==> config.mk <==
export PLATFORM = sky130hd
export DESIGN_NAME = glrc_walker
export DESIGN_NICKNAME = d
export VERILOG_FILES = /design/src/hw/rtl/glrc_pkg.sv /design/src/hw/rtl/glrc_walker.sv
export SDC_FILE = /design/constraint.sdc
export NUM_CORES = 2
export LEC_CHECK = 0
export ABC_AREA = 1
export BUFFER_PORTS_ARGS = -buffer_cell sky130_fd_sc_hd__buf_2
export CAP_MARGIN = 20
export CORE_ASPECT_RATIO = 0.5
export CORE_MARGIN = 2
export CORE_UTILIZATION = 50
export CTS_CLUSTER_DIAMETER = 100
export DETAILED_ROUTE_END_ITERATION = 8
export GPL_TIMING_DRIVEN = 0
export PLACE_DENSITY = 0.66
export SYNTH_ARGS = -nofsm -noshare
export SYNTH_HDL_FRONTEND = slang
export SYNTH_SLANG_ARGS = --single-unit
==> constraint.sdc <==
create_clock -name clk -period 10.6 [get_ports clk]
set_clock_uncertainty 0.05 [all_clocks]
set_input_delay 1.59 -clock clk [delete_from_list [all_inputs] [get_ports clk]]
set_output_delay 1.59 -clock clk [all_outputs]
set_load 0.02 [all_outputs]
==> src/hw/rtl/glrc_pkg.sv <==
// ---------------------------------------------------------------------------
// glrc_pkg
// Shared types and constants for the grid line road cell counter.
// ---------------------------------------------------------------------------
`default_nettype none

package glrc_pkg;

    localparam int ROW_LIMIT_DEF = 256;
    localparam int COL_LIMIT_DEF = 256;

    localparam int CoordW = 8;
    localparam int StrideW = 9;
    localparam int CountW = 9;
    // widest linear address: 255*511 + 255
    localparam int LinW = 17;
    // squared-distance accumulators of the walker
    localparam int AccW = 34;

    localparam logic [StrideW-1:0] STRIDE_RESET = 9'd256;

    localparam logic KIND_WRITE = 1'b0;
    localparam logic KIND_QUERY = 1'b1;

    typedef enum logic [1:0] {
        WK_IDLE,
        WK_SETUP,
        WK_RUN
    } walk_state_t;

    typedef enum logic [1:0] {
        TS_IDLE,
        TS_WALK,
        TS_DRAIN
    } top_state_t;

    typedef struct packed {
        logic              valid;
        logic [CoordW-1:0] row;
        logic [CoordW-1:0] col;
    } step_t;

    typedef struct packed {
        logic              valid;
        logic              wr;
        logic [CoordW-1:0] row;
        logic [CoordW-1:0] col;
        logic [1:0]        marks;
    } map_op_t;

    typedef struct packed {
        logic valid;
        logic road;
    } map_res_t;

endpackage

`default_nettype wire

==> src/hw/rtl/glrc_walker.sv <==
// ---------------------------------------------------------------------------
// glrc_walker
// Line walker: produces one candidate cell per cycle using exact integer
// forms of floor(s*delta/sqrt(D)) kept by running sums.
// ---------------------------------------------------------------------------
`default_nettype none

module glrc_walker
    import glrc_pkg::*;
(
    input  wire logic              clk,
    input  wire logic              rst_n,
    input  wire logic              start,
    input  wire logic [CoordW-1:0] start_row,
    input  wire logic [CoordW-1:0] start_col,
    input  wire logic [CoordW-1:0] end_row,
    input  wire logic [CoordW-1:0] end_col,
    output step_t                  step,
    output logic                   busy
);

    walk_state_t state_reg, state_next;

    logic [CoordW-1:0] sr_reg, sc_reg, dr_reg, dc_reg;
    logic              rup_reg, cup_reg;
    logic [LinW-1:0]   d_reg, s2_reg;
    logic [LinW:0]     d2_reg;
    logic [9:0]        s2inc_reg;
    logic [AccW-1:0]   pr_reg, princ_reg, pc_reg, pcinc_reg;
    logic [AccW-1:0]   qr_reg, qrinc_reg, qc_reg, qcinc_reg;
    logic [LinW-1:0]   tdr2_reg, tdc2_reg;
    logic [CoordW-1:0] kr_reg, kc_reg;

    logic              finished, kr_inc, kc_inc;
    logic [CoordW-1:0] kr_next, kc_next;
    logic [15:0]       dr2, dc2;
    logic [LinW-1:0]   dsum;

    assign finished = s2_reg > d_reg;
    assign kr_inc   = qr_reg <= pr_reg;
    assign kc_inc   = qc_reg <= pc_reg;
    assign kr_next  = kr_reg + CoordW'(kr_inc);
    assign kc_next  = kc_reg + CoordW'(kc_inc);
    assign dr2      = dr_reg * dr_reg;
    assign dc2      = dc_reg * dc_reg;
    assign dsum     = LinW'(dr2) + LinW'(dc2);

    always_comb
    begin
        state_next = state_reg;
        unique case (state_reg)
            WK_IDLE:
            begin
                if (start)
                    state_next = WK_SETUP;
            end
            WK_SETUP: state_next = WK_RUN;
            WK_RUN:
            begin
                if (finished)
                    state_next = WK_IDLE;
            end
            default: state_next = WK_IDLE;
        endcase
    end

    always_comb
    begin
        busy       = state_reg != WK_IDLE;
        step.valid = (state_reg == WK_RUN) && !finished &&
                     ((kr_next != '0) || (kc_next != '0));
        step.row   = rup_reg ? sr_reg + kr_next : sr_reg - kr_next;
        step.col   = cup_reg ? sc_reg + kc_next : sc_reg - kc_next;
    end

    always_ff @(posedge clk or negedge rst_n)
    begin
        if (!rst_n)
            state_reg <= WK_IDLE;
        else
            state_reg <= state_next;
    end

    always_ff @(posedge clk)
    begin
        if (state_reg == WK_IDLE && start)
        begin
            sr_reg  <= start_row;
            sc_reg  <= start_col;
            rup_reg <= end_row >= start_row;
            cup_reg <= end_col >= start_col;
            dr_reg  <= (end_row >= start_row) ? end_row - start_row : start_row - end_row;
            dc_reg  <= (end_col >= start_col) ? end_col - start_col : start_col - end_col;
        end
        else if (state_reg == WK_SETUP)
        begin
            // step s = 1, offsets 0
            d_reg     <= dsum;
            d2_reg    <= {dsum, 1'b0};
            s2_reg    <= LinW'(1);
            s2inc_reg <= 10'd3;
            pr_reg    <= AccW'(dr2);
            princ_reg <= AccW'(dr2) + AccW'({dr2, 1'b0});
            pc_reg    <= AccW'(dc2);
            pcinc_reg <= AccW'(dc2) + AccW'({dc2, 1'b0});
            tdr2_reg  <= {dr2, 1'b0};
            tdc2_reg  <= {dc2, 1'b0};
            qr_reg    <= AccW'(dsum);
            qrinc_reg <= AccW'(dsum) + AccW'({dsum, 1'b0});
            qc_reg    <= AccW'(dsum);
            qcinc_reg <= AccW'(dsum) + AccW'({dsum, 1'b0});
            kr_reg    <= '0;
            kc_reg    <= '0;
        end
        else if (state_reg == WK_RUN && !finished)
        begin
            s2_reg    <= s2_reg + LinW'(s2inc_reg);
            s2inc_reg <= s2inc_reg + 10'd2;
            pr_reg    <= pr_reg + princ_reg;
            princ_reg <= princ_reg + AccW'(tdr2_reg);
            pc_reg    <= pc_reg + pcinc_reg;
            pcinc_reg <= pcinc_reg + AccW'(tdc2_reg);
            kr_reg    <= kr_next;
            kc_reg    <= kc_next;
            // (k+1)^2*D bound moves only when the offset advances
            if (kr_inc)
            begin
                qr_reg    <= qr_reg + qrinc_reg;
                qrinc_reg <= qrinc_reg + AccW'(d2_reg);
            end
            if (kc_inc)
            begin
                qc_reg    <= qc_reg + qcinc_reg;
                qcinc_reg <= qcinc_reg + AccW'(d2_reg);
            end
        end
    end

endmodule

`default_nettype wire

== Word level (Yosys, flattened, before mapping) ==
Index checks and enable logic that the tools add are counted.

* Flip-flop bits (word level): 400
* Word-level logic and storage cells: 110

* $add $sub $neg: 24
* Multiply operators: 2
* Magnitude comparators: 5
* Equal/unequal tests: 4
* Mux-type cells: 31
* Bitwise operators: 1
* Reduce and logical (&&, ||, !) cells: 17

{| class="wikitable"
|+ Operators by type and width
! operator !! count
|-
| 34-bit two-way mux || 16
|-
| 34-bit adder || 4
|-
| 34-bit by 17-bit adder with 34-bit output || 2
|-
| 34-bit by 18-bit adder with 34-bit output || 2
|-
| 34-bit less-or-equal comparator || 2
|-
| 17-bit two-way mux || 3
|-
| 8-bit two-way mux || 6
|-
| 8-bit subtractor || 6
|-
| 16-bit by 17-bit adder with 18-bit output || 2
|-
| 8-bit by 8-bit multiplier with 16-bit output || 2
|-
| 16-bit two-way mux || 2
|-
| 17-bit by 18-bit adder with 19-bit output || 1
|-
| 16-bit by 16-bit adder with 17-bit output || 1
|-
| 17-bit by 10-bit adder with 17-bit output || 1
|-
| 17-bit greater-than comparator || 1
|-
| 8-bit by 1-bit adder with 8-bit output || 2
|-
| 8-bit adder || 2
|-
| 8-bit >= comparator || 2
|-
| 8-bit nonzero test || 2
|-
| 10-bit by 2-bit adder with 10-bit output, second input constant || 1
|-
| 10-bit two-way mux || 1
|-
| 2-bit nonzero test || 4
|-
| 2-bit case mux with 3 select lines || 1
|-
| 2-bit AND reduction || 3
|-
| other kinds (10) || 15
|}

== Logic depth before layout (Yosys ltp) ==
* Depth in word-level cells: 5
* Gate-level depth with buffers: 42
* Mapped depth without buffers: 41

== Worst setup path after synthesis ==
No wires, ideal clock.

* Kind: flip-flop to flip-flop
* From: reg d2_reg[2] (netlist name)
* To: reg qc_reg[0] (enable)
* Arrival: 7322 ps
* Setup slack: 2807 ps
* Stages on the path, launching flop included: 15
* Path buffers: 0
* Period minus slack after synthesis: 7793 ps
* Cells stage by stage: edfxtp_1 > inv_1 > ha_1 > nand2_1 > or2_2 > a21oi_1 > o21ai_0 > a21oi_1 > o21ai_0 > o211ai_1 > o31ai_1 > nand3_1 > nand2_1 > o21ai_0 > inv_1

{| class="wikitable"
|+ RTL lines
! what !! line !! source
|-
| to (signal assigned) || glrc_walker.sv:110 || <nowiki>qc_reg <= AccW'(dsum);</nowiki>
|-
| to (signal assigned) || glrc_walker.sv:133 || <nowiki>qc_reg <= qc_reg + qcinc_reg;</nowiki>
|-
| to (decl) || glrc_walker.sv:30 || <nowiki>logic [AccW-1:0] qr_reg, qrinc_reg, qc_reg, qcinc_reg;</nowiki>
|}

==> flow_summary_export.csv <==
group,metric,value,unit
global_routing,grt_usage,28.70,%
critical_path,worstSetupEndpointType,"output port",
global_routing,grt_util_met2,39.89,%
global_routing,grt_first_pass_wirelength,165.7,mm
floorplan,initial_utilization,50.52,%
detailed_routing,post-route-drc-count,0,
place,io_buffers,52,
detailed_routing,detailroute.via_count,31580,
global_routing,antenna_found_initial,5,
clock_network,cts_post_setup_buffers_inserted,0,
worst_hold_path,timing.hold.worst_path_depth,0,
finish,final_layout_size_suffix_gt1_share,5.428,%
critical_path,r2r-end,"qcinc_reg[17]",
floorplan,placementRows,69,
synth,syn-cell-area,35850,µm²
clock_network,cts.repair.resized,0,
clock_network,clk_pin_slew,0.06,ns
synth,yosysSeqAreaShare,33.14,%
synth,synth_top_cells_by_count,"846 x nand2_1, 663 x inv_1, 492 x a21oi_1, 458 x ha_1, 394 x edfxtp_1",
floorplan,fp.dieArea,74000,µm²
finish,final_core_util,54.92,%
synth,synth_edf_count,394,
sta,final_hold_viol_count,0,
sta,hold-worst-slack,0.4815,ns
global_routing,maximum_number_of_pins_on_one_net_before_global_route_repair,68,
detailed_routing,drt_pass1_iterations,6,
clock_network,tritoncts_num_sinks,396,
synth,yosys.area.top_type,"edfxtp_1",
sta,setup_repair_after_global_routing_missed_its_margin,"false",
sta,worst-slew-pin-transition,1.239,ns
sta,slew-limit-headroom,17.41,%
synth,synth-main-ff-cell,"edfxtp_1",
synth,post_synth.cell_area_avg,8.064,µm²
synth,ys_async_sr_fraction,0.5051,%
critical_path,worstReg2RegStart,"dr_reg[2]",
finish,design.final.nets,5112,
detailed_routing,dr.first_iter.drc_count,3276,
sta,layout_worst_path_cycle_share,79.29,%
clock_network,cts_hold_repair.buffers,0,
clock_network,cts-root-buf,"clkbuf_16",
worst_hold_path,worst_hold_startpoint,"dr_reg[0]",
detailed_routing,routed_via_density,5.693,
synth,synth.net_count,5004,
place,gpl.final_weighted_congestion,0.9876,
critical_path,largest_stage_delay_on_the_critical_path,0.67,ns
synth,yosys_reg_bits,396,
clock_network,clkLatencyLatePin,0.60,ns
worst_hold_path,min-delay-path-class,"register to register",
sta,setup-violations-final,0,
synth,most_instantiated_library_cell_after_synthesis,"nand2_1",
synth,ys_warn_count,0,
detailed_routing,drt_wl_total,107.4,mm
critical_path,cp_data_required_time,8.96,ns
global_routing,global_route.usage.met3,9.032,%
synth,synth_area_leaders,"edfxtp_1 33%, ha_1 16%, nand2_1 8.9%",
synth,postSynthCellCount,4446,
critical_path,regToRegSetupSlack,2.64,ns
global_routing,use_met1,42.69,%
detailed_routing,detail_route.wl_per_cell,19.35,µm
sta,maxSlewViolCount,0,
floorplan,die-height,193.4,µm
critical_path,timing.critical_path.fanout_max,4,
floorplan,top_level_ports,53,
sta,finalCriticalPeriod,8.404,ns
critical_path,timing.critical_path.mode_cell,"nand2_1",
place,place_hpwl,84.78,mm
clock_network,cts_max_path_buffers,3,
synth,synth_top_cell_area_share,33.00,%
critical_path,worst-setup-path-type,"register to output port",
clock_network,tritoncts_clock_tree,"done",
global_routing,global_route.overflow_total,0,
sta,fmaxAchievable,119.0,MHz
synth,cell_variety_after_synth,65,
finish,area_growth_syn_to_layout,8.703,%
global_routing,gr-max-usage-layer,"met1",
critical_path,critPathLaunchType,"register",
global_routing,first_global_vias,29140,
critical_path,cp.arrival,6.76,ns
critical_path,reg2regPathDepth,34,
critical_path,timing.critical_path.slowest_stage_cell,"o21ai_0",
floorplan,floorplan.core_area,70970,µm²
clock_network,cts-htree-levels,2,
detailed_routing,antenna_violating_nets_post_route,0,
floorplan,die_w,382.7,µm
clock_network,tritoncts_buffer_count,43,
job,maxCapViolations,0,
outcome,outcome,"finished, final reports clean",
worst_hold_path,hold-path-endpoint,"tdr2_reg[1]",
[layout by cell type, fill, tap and decap left out, types with 8 or more instances in the layout]
cell / n
nand2_1: 845
inv_1: 661
a21oi_1: 492
ha_1: 458
edfxtp_1: 394
nor2_1: 327
o21ai_0: 320
nand3_1: 146
xor2_1: 118
fa_1: 65
nor3_1: 61
xnor2_1: 59
buf_2: 58
clkbuf_1: 52
nand4_1: 47
clkbuf_16: 45
a31oi_1: 43
o21a_1: 37
o21ai_1: 28
nand2_2: 22
or2_2: 19
o221ai_1: 18
a21o_1: 17
nor4_1: 17
o21bai_1: 15
o21ai_2: 15
o211ai_1: 11
a21boi_0: 11
o31ai_1: 11
clkinv_2: 11
nand3_2: 9
inv_2: 9
nand3b_1: 9
and2_1: 9
nand2_4: 8
buf_1: 8
mux2i_1: 8
[logic make-up (layout without fill, tap and decap cells)]
group / after synthesis / after routing / share of synthesized area [%]
other: 2 / 4 / 0.02095
adders and majority gates: 523 / 523 / 19.61
DFF: 396 / 396 / 33.14
and+or+nand+nor: 1535 / 1535 / 18.22
xor gates and xnor gates: 178 / 178 / 4.369
AOI/OAI and AO/OA: 1069 / 1069 / 16.65
buffers and inverters: 733 / 874 / 7.698
muxes: 10 / 10 / 0.2862
[metrics by stage]
step	cell area, µm²	instances	setup WS (ns)	setup TNS (ns)
floorplan	35850	4446	2.807	0
global placement	37310	5456	-1.475	-154.13
detailed placement	37550	5466	2.681	0
CTS	38960	5544	2.399	0
global route	38970	5546	1.887	0
finish	38970	5547	2.196	0
[worst max path at each step]
stage                         start  slack [ns]            end  cells after the start
after CTS                 qr_reg[9]        2.40       step[15]                     29
after detailed placement  dr_reg[2]        2.68  qcinc_reg[17]                     34
final                     qr_reg[9]        2.20       step[15]                     29
after global placement    d2_reg[2]       -1.47     qc_reg[33]                     14
after floorplan           d2_reg[2]        2.81      qc_reg[0]                     14
after global routing      pr_reg[9]        1.89       step[15]                     30
[area by class of cell]
type	instances	area [µm²]
repair buffers	63	486.7
clock buffers	53	1156
fillers	6613	31990
clock inverters	25	249.0
multi-input cells	3317	21230
flip-flops and latches	396	11880
diodes	2	5.005
inverters	672	2527
well taps	958	1199
plain buffers	61	242.7
[worst max-delay path: cells and delay by family, from the launching register on]
| kind | cells | cell delay, ns |
|---|---|---|
| buffers and inverters | 3 | 0.32 |
| AOI/OAI and AO/OA | 8 | 1.92 |
| DFF | 1 | 0.41 |
| adders and majority gates | 5 | 1.49 |
| and+or+nand+nor | 11 | 1.69 |
| xor gates and xnor gates | 2 | 0.31 |
[routing by layer]
metal,part of all wire (%),up-vias
met5,0,-
met4,2.4,0
met3,12,132
met2,39,1275
met1,47,14720
li1,-,15460
Power is left out: the tool's default activity adds up to more than one toggle a clock period on the data nets, which glitch-free logic cannot reach.
